## src/sv/cscr_pkg.sv

```systemverilog
package cscr_pkg;
	localparam logic [1:0] CMD_ACCESS = 2'd0;
	localparam logic [1:0] CMD_EVICT  = 2'd1;
	localparam logic [1:0] CMD_REMOVE = 2'd2;

	localparam logic [2:0] ST_HIT       = 3'd0;
	localparam logic [2:0] ST_INSERTED  = 3'd1;
	localparam logic [2:0] ST_EVICTED   = 3'd2;
	localparam logic [2:0] ST_REMOVED   = 3'd3;
	localparam logic [2:0] ST_NOT_FOUND = 3'd4;
	localparam logic [2:0] ST_EMPTY     = 3'd5;
	localparam logic [2:0] ST_FULL      = 3'd6;

	// controller to datapath
	typedef struct packed {
		logic load;        // capture command word
		logic scan_start;  // reset scan pointer
		logic scan_step;   // examine one slot
		logic insert;      // link new key at tail
		logic hand_init;   // place hand if unset
		logic sweep_step;  // one step of the clock hand
		logic unlink;      // unlink the target slot
		logic hit_mark;    // set reference bit of target
		logic fetch;       // latch links of target
		logic victim_cap;  // capture victim key
	} cscr_cmd_t;

	// datapath to controller
	typedef struct packed {
		logic [1:0] command;
		logic       scan_done;
		logic       found;
		logic       free_found;
		logic       empty;
		logic       full;
		logic       single;
		logic       ref_set;
	} cscr_stat_t;
endpackage

```

## src/sv/cscr_datapath.sv

```systemverilog
module cscr_datapath #(
	parameter int ENTRIES  = 16,
	parameter int KEY_BITS = 32
) (
	input  logic                 clk,
	input  logic                 arst_n,
	input  logic [1:0]           command,
	input  logic [31:0]          key,
	input  cscr_pkg::cscr_cmd_t  cmd,
	output cscr_pkg::cscr_stat_t stat,
	output logic [31:0]          victim_key
);
	import cscr_pkg::*;

	localparam int SW = $clog2(ENTRIES);
	localparam int CW = $clog2(ENTRIES + 1);

	logic [KEY_BITS-1:0] key_mem [ENTRIES];
	logic [SW-1:0]       nxt_mem [ENTRIES];
	logic [SW-1:0]       prv_mem [ENTRIES];
	logic [ENTRIES-1:0]  ref_q;
	logic [ENTRIES-1:0]  valid_q;

	logic [1:0]          cmd_q;
	logic [KEY_BITS-1:0] key_q;
	logic [SW-1:0]       head_q, tail_q, hand_q, scan_q, tgt_q, free_q;
	logic [SW-1:0]       p_q, n_q;
	logic                hand_set_q, scan_done_q, found_q, free_found_q;
	logic [CW-1:0]       count_q;
	logic [KEY_BITS-1:0] rd_key_q;
	logic [31:0]         victim_q;
	logic [SW-1:0]       scan_nx;

	logic [KEY_BITS-1:0] key_in;
	generate
		if (KEY_BITS >= 32) begin : g_wide
			assign key_in = KEY_BITS'(key);
			assign victim_key = victim_q;
		end else begin : g_narrow
			assign key_in = key[KEY_BITS-1:0];
			assign victim_key = victim_q;
		end
	endgenerate

	// address of the slot the scan pointer holds after this edge
	always_comb begin
		scan_nx = scan_q;
		if (cmd.scan_start)
			scan_nx = '0;
		else if (cmd.scan_step && scan_q != SW'(ENTRIES - 1))
			scan_nx = scan_q + SW'(1);
	end

	assign stat.command    = cmd_q;
	assign stat.scan_done  = scan_done_q;
	assign stat.found      = found_q;
	assign stat.free_found = free_found_q;
	assign stat.empty      = (count_q == '0);
	assign stat.full       = (count_q == CW'(ENTRIES));
	assign stat.single     = (count_q == CW'(1));
	assign stat.ref_set    = ref_q[hand_q];

	always_ff @(posedge clk) begin
		if (cmd.load)
			key_q <= key_in;
		rd_key_q <= key_mem[scan_nx];
		if (cmd.insert) begin
			key_mem[free_q] <= key_q;
			if (count_q == '0) begin
				nxt_mem[free_q] <= free_q;
				prv_mem[free_q] <= free_q;
			end else begin
				prv_mem[free_q] <= tail_q;
				nxt_mem[free_q] <= nxt_mem[tail_q];
				nxt_mem[tail_q] <= free_q;
				prv_mem[head_q] <= free_q;
			end
		end
		if (cmd.fetch) begin
			p_q <= prv_mem[tgt_q];
			n_q <= nxt_mem[tgt_q];
		end
		if (cmd.unlink && count_q > CW'(1)) begin
			nxt_mem[p_q] <= n_q;
			prv_mem[n_q] <= p_q;
		end
		if (cmd.victim_cap)
			victim_q <= 32'(key_mem[tgt_q]);
		else if (cmd.load)
			victim_q <= '0;
	end

	always_ff @(posedge clk or negedge arst_n) begin
		if (!arst_n) begin
			valid_q      <= '0;
			ref_q        <= '0;
			cmd_q        <= CMD_ACCESS;
			head_q       <= '0;
			tail_q       <= '0;
			hand_q       <= '0;
			hand_set_q   <= 1'b0;
			count_q      <= '0;
			scan_q       <= '0;
			tgt_q        <= '0;
			free_q       <= '0;
			scan_done_q  <= 1'b0;
			found_q      <= 1'b0;
			free_found_q <= 1'b0;
		end else begin
			if (cmd.load)
				cmd_q <= command;
			if (cmd.scan_start) begin
				scan_q       <= '0;
				scan_done_q  <= 1'b0;
				found_q      <= 1'b0;
				free_found_q <= 1'b0;
			end
			// one slot per cycle: match and lowest free slot
			if (cmd.scan_step) begin
				if (valid_q[scan_q] && rd_key_q == key_q && !found_q) begin
					found_q <= 1'b1;
					tgt_q   <= scan_q;
				end
				if (!valid_q[scan_q] && !free_found_q) begin
					free_found_q <= 1'b1;
					free_q       <= scan_q;
				end
				if (scan_q == SW'(ENTRIES - 1))
					scan_done_q <= 1'b1;
				else
					scan_q <= scan_q + SW'(1);
			end
			if (cmd.hit_mark)
				ref_q[tgt_q] <= 1'b1;
			if (cmd.insert) begin
				valid_q[free_q] <= 1'b1;
				ref_q[free_q]   <= 1'b1;
				tail_q          <= free_q;
				if (count_q == '0)
					head_q <= free_q;
				count_q <= count_q + CW'(1);
			end
			if (cmd.hand_init) begin
				if (!hand_set_q) begin
					hand_q <= head_q;
					tgt_q  <= head_q;
				end else
					tgt_q <= hand_q;
				hand_set_q <= 1'b1;
			end
			if (cmd.sweep_step) begin
				ref_q[hand_q] <= 1'b0;
				hand_q <= nxt_mem[hand_q];
				tgt_q  <= nxt_mem[hand_q];
			end
			if (cmd.unlink) begin
				valid_q[tgt_q] <= 1'b0;
				if (count_q <= CW'(1)) begin
					hand_set_q <= 1'b0;
					head_q     <= '0;
					tail_q     <= '0;
					hand_q     <= '0;
					count_q    <= '0;
				end else begin
					if (tgt_q == head_q)
						head_q <= n_q;
					else if (tgt_q == tail_q)
						tail_q <= p_q;
					if (hand_set_q && hand_q == tgt_q)
						hand_q <= n_q;
					count_q <= count_q - CW'(1);
				end
			end
		end
	end
endmodule

```

## src/sv/cscr_ctrl.sv

```systemverilog
module cscr_ctrl (
	input  logic                 clk,
	input  logic                 arst_n,
	input  logic                 in_valid,
	output logic                 in_stall,
	output logic                 out_valid,
	input  logic                 out_stall,
	input  cscr_pkg::cscr_stat_t stat,
	output cscr_pkg::cscr_cmd_t  cmd,
	output logic [2:0]           status
);
	import cscr_pkg::*;

	localparam logic [2:0] S_IDLE   = 3'd0;
	localparam logic [2:0] S_SCAN   = 3'd1;
	localparam logic [2:0] S_DECIDE = 3'd2;
	localparam logic [2:0] S_SWEEP  = 3'd3;
	localparam logic [2:0] S_FETCH  = 3'd4;
	localparam logic [2:0] S_UNLINK = 3'd5;
	localparam logic [2:0] S_OUT    = 3'd6;

	logic [2:0] state_q, state_d;
	logic [2:0] status_q, status_d;

	assign in_stall  = (state_q != S_IDLE);
	assign out_valid = (state_q == S_OUT);
	assign status    = status_q;

	always_comb begin
		cmd      = '0;
		state_d  = state_q;
		status_d = status_q;
		case (state_q)
			S_IDLE: begin
				if (in_valid) begin
					cmd.load       = 1'b1;
					cmd.scan_start = 1'b1;
					state_d        = S_SCAN;
				end
			end
			S_SCAN: begin
				if (stat.command == CMD_EVICT) begin
					if (stat.empty) begin
						status_d = ST_EMPTY;
						state_d  = S_OUT;
					end else begin
						cmd.hand_init = 1'b1;
						state_d       = stat.single ? S_FETCH : S_SWEEP;
					end
				end else if (stat.command != CMD_ACCESS && stat.command != CMD_REMOVE) begin
					status_d = ST_NOT_FOUND;
					state_d  = S_OUT;
				end else if (stat.scan_done)
					state_d = S_DECIDE;
				else
					cmd.scan_step = 1'b1;
			end
			S_DECIDE: begin
				state_d = S_OUT;
				if (stat.command == CMD_ACCESS) begin
					if (stat.found) begin
						cmd.hit_mark = 1'b1;
						status_d     = ST_HIT;
					end else if (stat.full || !stat.free_found)
						status_d = ST_FULL;
					else begin
						cmd.insert = 1'b1;
						status_d   = ST_INSERTED;
					end
				end else if (stat.found) begin
					cmd.fetch = 1'b1;
					status_d  = ST_REMOVED;
					state_d   = S_UNLINK;
				end else
					status_d = ST_NOT_FOUND;
			end
			S_SWEEP: begin
				// pass over referenced entries, clearing them
				if (stat.ref_set)
					cmd.sweep_step = 1'b1;
				else
					state_d = S_FETCH;
			end
			S_FETCH: begin
				cmd.fetch      = 1'b1;
				cmd.victim_cap = 1'b1;
				status_d       = ST_EVICTED;
				state_d        = S_UNLINK;
			end
			S_UNLINK: begin
				cmd.unlink = 1'b1;
				state_d    = S_OUT;
			end
			S_OUT: begin
				if (!out_stall)
					state_d = S_IDLE;
			end
			default: state_d = S_IDLE;
		endcase
	end

	always_ff @(posedge clk or negedge arst_n) begin
		if (!arst_n) begin
			state_q  <= S_IDLE;
			status_q <= ST_HIT;
		end else begin
			state_q  <= state_d;
			status_q <= status_d;
		end
	end
endmodule

```

## src/sv/clock_second_chance_replacer.sv

```systemverilog
// Sequence: access and remove scan all slots (one slot compared per cycle), then decide;
//   evict sweeps the hand past each referenced entry (at most ENTRIES), then fetches and
//   unlinks the victim, a lone entry with no sweep; empty evict and code three skip the scan.
// Throughput: one word at a time; the next word is taken after the result is delivered.
// Reset: arst_n clears valid marks, reference bits, head, tail, hand and count at once;
//   keys and links are stored without reset and read only after being written.
module clock_second_chance_replacer #(
	parameter int ENTRIES  = 16,
	parameter int KEY_BITS = 32
) (
	input  logic        clk,
	input  logic        arst_n,
	input  logic        in_valid,
	output logic        in_stall,
	input  logic [1:0]  command,
	input  logic [31:0] key,
	output logic        out_valid,
	input  logic        out_stall,
	output logic [2:0]  status,
	output logic [31:0] victim_key
);
	import cscr_pkg::*;

	cscr_cmd_t  cmd;
	cscr_stat_t stat;

	// controller sequences the lookup scan, hand sweep and unlink
	cscr_ctrl u_ctrl (
		.clk       (clk),
		.arst_n    (arst_n),
		.in_valid  (in_valid),
		.in_stall  (in_stall),
		.out_valid (out_valid),
		.out_stall (out_stall),
		.stat      (stat),
		.cmd       (cmd),
		.status    (status)
	);

	// datapath holds the slot table, links and queue pointers
	cscr_datapath #(
		.ENTRIES  (ENTRIES),
		.KEY_BITS (KEY_BITS)
	) u_dp (
		.clk        (clk),
		.arst_n     (arst_n),
		.command    (command),
		.key        (key),
		.cmd        (cmd),
		.stat       (stat),
		.victim_key (victim_key)
	);
endmodule

```

## config.mk

```make
export PLATFORM = sky130hd
export DESIGN_NAME = clock_second_chance_replacer
export DESIGN_NICKNAME = d
export VERILOG_FILES = /design/src/sv/cscr_pkg.sv /design/src/sv/cscr_datapath.sv /design/src/sv/cscr_ctrl.sv /design/src/sv/clock_second_chance_replacer.sv
export SDC_FILE = /design/constraint.sdc
export NUM_CORES = 2
export LEC_CHECK = 0
export BUFFER_PORTS_ARGS = -buffer_cell sky130_fd_sc_hd__clkbuf_2
export CORE_MARGIN = 5
export CORE_UTILIZATION = 40
export DETAILED_ROUTE_END_ITERATION = 10
export HOLD_SLACK_MARGIN = 0.05
export PLACE_DENSITY = 0.55
export SLEW_MARGIN = 40
export SYNTH_ARGS = -nofsm -noshare
export SYNTH_HDL_FRONTEND = slang
export SYNTH_SLANG_ARGS = --single-unit
```

## constraint.sdc

```tcl
create_clock -name clk -period 7.3 [get_ports clk]
set_input_delay 0.365 -clock clk [delete_from_list [all_inputs] [get_ports clk]]
set_output_delay 0.365 -clock clk [all_outputs]
set_load 0.01 [all_outputs]
```

Word level (Yosys, flattened, before mapping)
Memories as Yosys holds them, arrays and structs flattened. A register that Yosys moved wholly into a read port is not among the register bits.
Cells that the tools add are included.
- register bits: 137
- latch bits: 0
- memory bits (writable): 640
- memory bits (read-only): 0
- input bits: 38
- output and inout port bits: 37
- word-level logic and storage cells: 209
- memories kept: 3
- memories (memory ; depth ; width ; read ports ; clocked after Yosys merged registers in ; write ports ; RTL line ; text):
    u_dp.key_mem ; 16 ; 32 ; 2 ; 1 ; 1 ; cscr_datapath.sv:18 ; logic [KEY_BITS-1:0] key_mem [ENTRIES];
    u_dp.nxt_mem ; 16 ; 4 ; 3 ; 1 ; 2 ; cscr_datapath.sv:19 ; logic [SW-1:0] nxt_mem [ENTRIES];
    u_dp.prv_mem ; 16 ; 4 ; 1 ; 1 ; 2 ; cscr_datapath.sv:20 ; logic [SW-1:0] prv_mem [ENTRIES];
- $add $sub $neg: 3
- $mul: 0
- divide/modulo/power cells: 0
- magnitude comparators: 9
- eq/ne operators: 22
- shifts and indexed selects: 0
- mux-type cells: 115
- bitwise logic cells: 9
- reductions and logical operators: 30
- operator list (cell ; number):
    4-bit two-way mux ; 31
    16-bit two-way mux ; 5
    32-bit two-way mux ; 2
    3-bit two-way mux ; 16
    16-bit bitwise OR ; 3
    1-bit two-way mux ; 47
    16-bit bitwise AND ; 2
    32-bit == test ; 1
    16-bit NOT ; 2
    3-bit case mux with 7 select lines ; 1
    4-bit by 5-bit < comparator with 1-bit output, second input constant ; 4
    5-bit two-way mux ; 3
    1-bit demux with 4-bit select ; 3
    4-bit == test ; 3
    4-bit by 1-bit >= comparator with 1-bit output, second input constant ; 3
    3-bit nonzero test ; 4
    1-bit logical AND ; 10
    3-bit == test, second input constant ; 3
    3-bit case mux with 3 select lines ; 1
    1-bit binary-select mux with 4-bit select ; 2
    2-bit != test, second input constant ; 4
    4-bit OR reduction ; 2
    3-bit by 2-bit == test with 1-bit output, second input constant ; 2
    2-bit two-way mux ; 3
    other kinds (25) ; 31

Longest topological paths before layout
- depth in word-level cells: 11
- depth in mapped cells: 11
- depth with buffers taken out: 8

By module
Synthesis repeated with hierarchy kept, for this count alone.
- cell total of the unflattened synthesis: 3096
- area total of the unflattened synthesis: 41563.6 sq um
- modules (own cells, without submodules) (module ; instances ; cells each ; area each (sq um) ; seq. area each (sq um)):
    cscr_datapath ; 1 ; 3030 ; 41019.3 ; 23697.7
    cscr_ctrl ; 1 ; 66 ; 544.3 ; 150.1

Worst setup path after synthesis
OpenSTA, ideal clock, no wires.
- path kind: register -> register
- from: register u_dp.count_q[0]
- to: memory u_dp.key_mem[3][0], enable pin
- library setup time: 0.508 ns
- data arrival time: 4.622 ns
- required time: 6.792 ns
- slack: 2.170 ns
- cell stages (with the launch flop): 7
- buffers on the path: 1
- period minus slack after synthesis: 5.130 ns
- cells stage by stage: dfrtp_1 > inv_1 > ha_1 > or3b_2 > clkbuf_1 > o2111ai_1 > nor4_1
- word-level cells in the longest chain between the ends: 8
- ends and longest elaborated chain (item ; RTL line ; text):
    start: declaration ; cscr_datapath.sv:29 ; logic [CW-1:0] count_q;
    start signal: assignment ; cscr_datapath.sv:141 ; count_q <= count_q + CW'(1);
    start signal: assignment ; cscr_datapath.sv:171 ; count_q <= count_q - CW'(1);
    5-bit == test ; cscr_datapath.sv:59 ; assign stat.full = (count_q == CW'(ENTRIES));
    1-bit logical OR ; cscr_ctrl.sv:64 ; end else if (stat.full || !stat.free_found)
    1-bit two-way mux ; cscr_ctrl.sv:64 ;
    1-bit two-way mux ; cscr_ctrl.sv:61 ; if (stat.found) begin
    1-bit two-way mux ; cscr_ctrl.sv:60 ; if (stat.command == CMD_ACCESS) begin
    1-bit two-way mux ; cscr_ctrl.sv:33 ; case (state_q)
    1-bit two-way mux ; cscr_datapath.sv:67 ; if (cmd.insert) begin
    1-bit two-way mux (implied by the code) ; cscr_datapath.sv:68 ; key_mem[free_q] <= key_q;
    end: declaration ; cscr_datapath.sv:18 ;
No other way between the ends.

Worst setup path after layout
- from: register u_dp.scan_q[0]
- to: register u_dp.rd_key_q[5], read port of u_dp.key_mem
- word-level cells in the longest chain between the ends: 4
- elaborated cells on any way between the ends: 5
- those cells by class: add/sub: 1; eq/ne: 1; mux: 2; reduce/logical: 1
- ends and longest elaborated chain (item ; RTL line ; text):
    start: declaration ; cscr_datapath.sv:26 ; logic [SW-1:0] head_q, tail_q, hand_q, scan_q, tgt_q, free_q;
    start signal: assignment ; cscr_datapath.sv:131 ; scan_q <= scan_q + SW'(1);
    parallel branches: the longest is 2 deep, another holds 4-bit by 1-bit adder with 4-bit output ; -- ;
    4-bit two-way mux * ; cscr_datapath.sv:50 ; else if (cmd.scan_step && scan_q != SW'(ENTRIES - 1))
    4-bit two-way mux * ; cscr_datapath.sv:48 ; if (cmd.scan_start)
    end: declaration ; cscr_datapath.sv:30 ; logic [KEY_BITS-1:0] rd_key_q;
Mark *: on every way between the ends.
A chain may end at the register's enable or synchronous reset.

==> run summary <==
The synthesized netlist devotes around 10% of its cell area to compound gates. The power after layout is between 15 and 20 mW. The number of global-route vias before repair came to 27.2k.

The die span in x is 324 um. The count of final max-slew check failures came to 0. The number of cell rows is roughly 120.

The total non-filler cell area in the finished layout is ~45,000 sq um. The count of H-tree levels built during CTS came out at 3. The highest clock frequency the design can meet is 219 MHz. Setup repair after global routing left no endpoint under its margin. Counting flops with an async set or reset pin after synthesis yields a share of 8.94%. The cell accounting for the most synthesized area is sky130_fd_sc_hd__edfxtp_1. In this run the clock root is driven by a sky130_fd_sc_hd__clkbuf_16. The post-CTS setup buffer count is 0. The worst slew slack as a fraction of its limit came out at 39.3%. The maximum clock skew at final layout is 33.4 ps. The routed layout has 26.8k vias. Global routing finished with a remaining overflow of 0. The worst reg2reg path startpoint is u_dp.scan_q[0]$_DFF_PN0_.

The warning count from the yosys run came out at 0. The CTS tree is done. The first global-routing pass estimated 184,000 um of wire. The average detailed-routed wire length per instance is 30.8 um. The net count of the mapped netlist came out at ~2.7k.

After synthesis the netlist holds a flip-flop and latch count of 817. Across the run, the number of max-cap violations was 0. Cells with a size suffix above 1 make up 24.6% of the layout. Setup violations remaining at the end of the flow were counted as 0.

The adder-cell area share of the yosys netlist is 0.159%. The area growth from synthesis to layout is 14.2%. The hold path startpoint is in_valid. The instance count of the mapped netlist came out at approximately 2.7k. The fraction of synthesized cell area taken by the top area cell type is between 50 and 60%. The I/O pin count is 75. The count of distinct cell types in the synthesized netlist came out at 79. The final routed DRC violation total came out at 0. Before CTS, the worst setup slack after placement is 2770 ps. The total placed instance area came out at 41,500 sq um. The net count reported at finish is approximately 2.8k.

The post-route setup TNS came out at 0 ps. The y dimension of the die is 324 um. The area enclosed by the die boundary is roughly 100,000 sq um. The number of violations reported at the end of detailed-routing iteration 0 came out at 3,261. The run finished with clean final reports. The power density relative to cell area came out at 403 nW/um^2. In this run the worst setup path begins at u_dp.scan_q[0]$_DFF_PN0_. The final weighted congestion in routability-driven placement came out at between 0.8 and 0.9. The count of buffers added on input and output ports is 74. The filler cell count is 8,558.

The share of the synthesized netlist area taken by xor and xnor gates is 0.977%. Along the worst path, the maximum fanout reaches 48. Ranked by total cell area, the synthesized netlist is headed by sky130_fd_sc_hd__edfxtp_1, sky130_fd_sc_hd__mux4_2, sky130_fd_sc_hd__dfrtp_1.

Detailed placement finished with a half-perimeter wire length of about 72,000 um. The number of enable flip-flop cells after synthesis came out at 712. The data arrival time at the worst-slack endpoint is 5100 ps. STA classifies the critical path startpoint as a flop. Summed over all cells, the static leakage comes to between 10 and 15 nW.

The predominant post-synthesis flop cell is sky130_fd_sc_hd__edfxtp_1. The initial core utilization came out at 40.2%. The worst setup path category is flop to flop.

The slew at the pin with the worst max-slew slack came out at slightly above 900 ps. The average cell area after synthesis came out at about 15 sq um. Buffers inserted during clock tree synthesis total 91. Entering global routing, the biggest net connects between 100 and 150 pins. The post-route worst setup slack came out at 2730 ps.

The initial antenna violation count came out at 0. The number of optimization iterations in the first detailed-route pass is 6. After synthesis, flip-flops and latches occupy 60.5% of the total area. In the routed layout, each cell is associated on average with a via count of between 6 and 7. Clock latency on the worst-skew pair, taken at its later pin, is 670 ps. The repair_antennas step left the layout with diodes totalling 0. The min-delay analysis places its worst path in the category primary input to flop.

Clock-pin slew was measured on the worst setup and hold paths at around 60 ps. Of the available clock period, the critical path in the final layout requires 62.7%. The dominant combinational cell family by area after synthesis is multiplexers. The synthesized area is 39,400 sq um. The remaining antenna violation count came out at 0. The maximum count of clock buffers along a single path came out at 3. After detailed routing, the total wire length is 127,000 um.

The overall routing resource usage came out at 23.7%. The worst setup path is captured at a flop. The worst-case IR drop observed on VDD is approximately 0.28 mV.

The share of the core filled with cells in the final layout is 45.9%. Of the post-synthesis cell area, the part taken by muxes is roughly 18%. The area of the core came out at 98,100 sq um. Summing the areas of all and, or, nand and nor instances in the mapped netlist gives ~7% of the synthesized area. The clock period minus final worst setup slack is 4570 ps.

The clock sink count is 817. The number of hold violations in the final report is 0. STA puts the critical path data required time at 7820 ps.
[placed cells by master (no fill, tap or decap), drive strengths merged, types with 10 or more instances in the layout]
| cell type | netlist | layout |
|---|---|---|
| nand3 | 148 | 148 |
| nand2b | 14 | 14 |
| mux4 | 248 | 248 |
| a221o | 32 | 32 |
| dfrtp | 73 | 73 |
| a221oi | 12 | 12 |
| a22oi | 20 | 20 |
| nand4 | 13 | 13 |
| dfxtp | 32 | 32 |
| nor2 | 113 | 113 |
| nand4b | 19 | 19 |
| dlygate4sd3 | 0 | 36 |
| a2111oi | 26 | 26 |
| nand2 | 137 | 137 |
| edfxtp | 712 | 712 |
| nor3 | 25 | 25 |
| xnor2 | 35 | 35 |
| o21ai | 193 | 193 |
| buf | 74 | 72 |
| and3 | 10 | 10 |
| clkinv | 1 | 33 |
| a2bb2oi | 25 | 25 |
| o22ai | 27 | 27 |
| a21oi | 145 | 145 |
| a222oi | 25 | 25 |
| a211oi | 15 | 15 |
| mux2 | 131 | 131 |
| mux2i | 14 | 14 |
| a31oi | 37 | 37 |
| clkbuf | 159 | 195 |
| nor2b | 41 | 41 |
| inv | 23 | 25 |
[per-layer routing]
layer / up-vias / part of all wire [%] / track usage (%)
li1: 11100 / - / -
met1: 13900 / 40 / 32.5
met2: 1600 / 47 / 38.3
met3: 311 / 8.8 / 3.89
met4: 0 / 3.9 / 8.95
met5: - / 0 / 0
[logic make-up after synthesis]
| family | count (synthesis) |
|---|---|
| flip-flops | 817 |
| AO/OA/AOI/OAI | 625 |
| AND/OR/NAND/NOR | 562 |
| multiplexers | 393 |
| buffers and inverters | 257 |
| XOR/XNOR | 44 |
| adder cells (fa/ha/maj) | 5 |
[area by class of cell]
class	instances	area [sq um]	area share, %
flip-flops and latches	817	23900	53.0
multi-input cells	1629	14900	33.0
clock buffers	122	2540	5.64
well taps	1287	1610	3.58
repair buffers	181	1510	3.36
clock inverters	48	546	1.21
inverters	24	91.3	0.203
[cells in the mapped netlist, types with 35 or more instances]
cell and number:
sky130_fd_sc_hd__nand2_1 137, sky130_fd_sc_hd__xnor2_1 35, sky130_fd_sc_hd__mux2_1 36, sky130_fd_sc_hd__o21ai_0 165, sky130_fd_sc_hd__dfrtp_1 73, sky130_fd_sc_hd__buf_2 36
sky130_fd_sc_hd__nor2_1 112, sky130_fd_sc_hd__mux4_2 248, sky130_fd_sc_hd__nand3_1 148, sky130_fd_sc_hd__a21oi_1 145, sky130_fd_sc_hd__clkbuf_1 158, sky130_fd_sc_hd__nor2b_1 41
sky130_fd_sc_hd__a31oi_1 37, sky130_fd_sc_hd__mux2_2 95, sky130_fd_sc_hd__edfxtp_1 712
[flip-flops by register name, indices dropped and copies added, names as in the netlist, 5 cells and up]
signal	cells
u_dp.count_q	5
u_dp.key_mem	512
u_dp.key_q	32
u_dp.nxt_mem	64
u_dp.prv_mem	64
u_dp.rd_key_q	32
u_dp.ref_q	16
u_dp.valid_q	16
u_dp.victim_key	32
[final timing paths]
kind                                                       to  slack, ps  depth (start not counted)
max in group asynchronous           u_dp.tgt_q[1]$_DFFE_PN0P_       6400                          2
min in group asynchronous        u_ctrl.status[2]$_DFFE_PN0P_        260                          2
worst max-delay path                 u_dp.rd_key_q[5]$_DFF_P_       2730                          9
worst min-delay path            u_ctrl.state_q[0]$_DFFE_PN0P_        130                          3
worst min register to register      u_dp.valid_q[0]$_DFF_PN0_        530                          1
worst max register to register       u_dp.rd_key_q[5]$_DFF_P_       2730                          9
[metrics by stage]
stage / instances / hold WS, ps
after floorplan: 2703 / 69.4
after global placement: 3888 / 508
after detailed placement: 3898 / 424
after CTS: 4104 / 59.3
after global routing: 4108 / 91.0
final: 4108 / 128
[repair_timing]
action | in CTS | in global routing
hold buffers | 36 | 0
endpoints found under the hold margin | 108 | 0
gates resized for setup | 0 | 0
[where the power goes]
group | total, mW | switching, mW | internal [mW]
logic | 6.97 | 4.04 | 2.93
registers | 6.45 | 0.645 | 5.80
clock network | 4.72 | 1.95 | 2.78
[worst max-delay path: stages (launching register included)]
cell                        delay (ps)
sky130_fd_sc_hd__dfrtp_1           770
sky130_fd_sc_hd__ha_1              470
sky130_fd_sc_hd__and3_1            360
sky130_fd_sc_hd__nor4_4             60
sky130_fd_sc_hd__buf_4             310
sky130_fd_sc_hd__nor2_4            670
sky130_fd_sc_hd__buf_4             760
sky130_fd_sc_hd__mux2_1            390
sky130_fd_sc_hd__a2111oi_0         460
sky130_fd_sc_hd__a22oi_1           110
No activity file was read; power rests on OpenSTA's default activity.
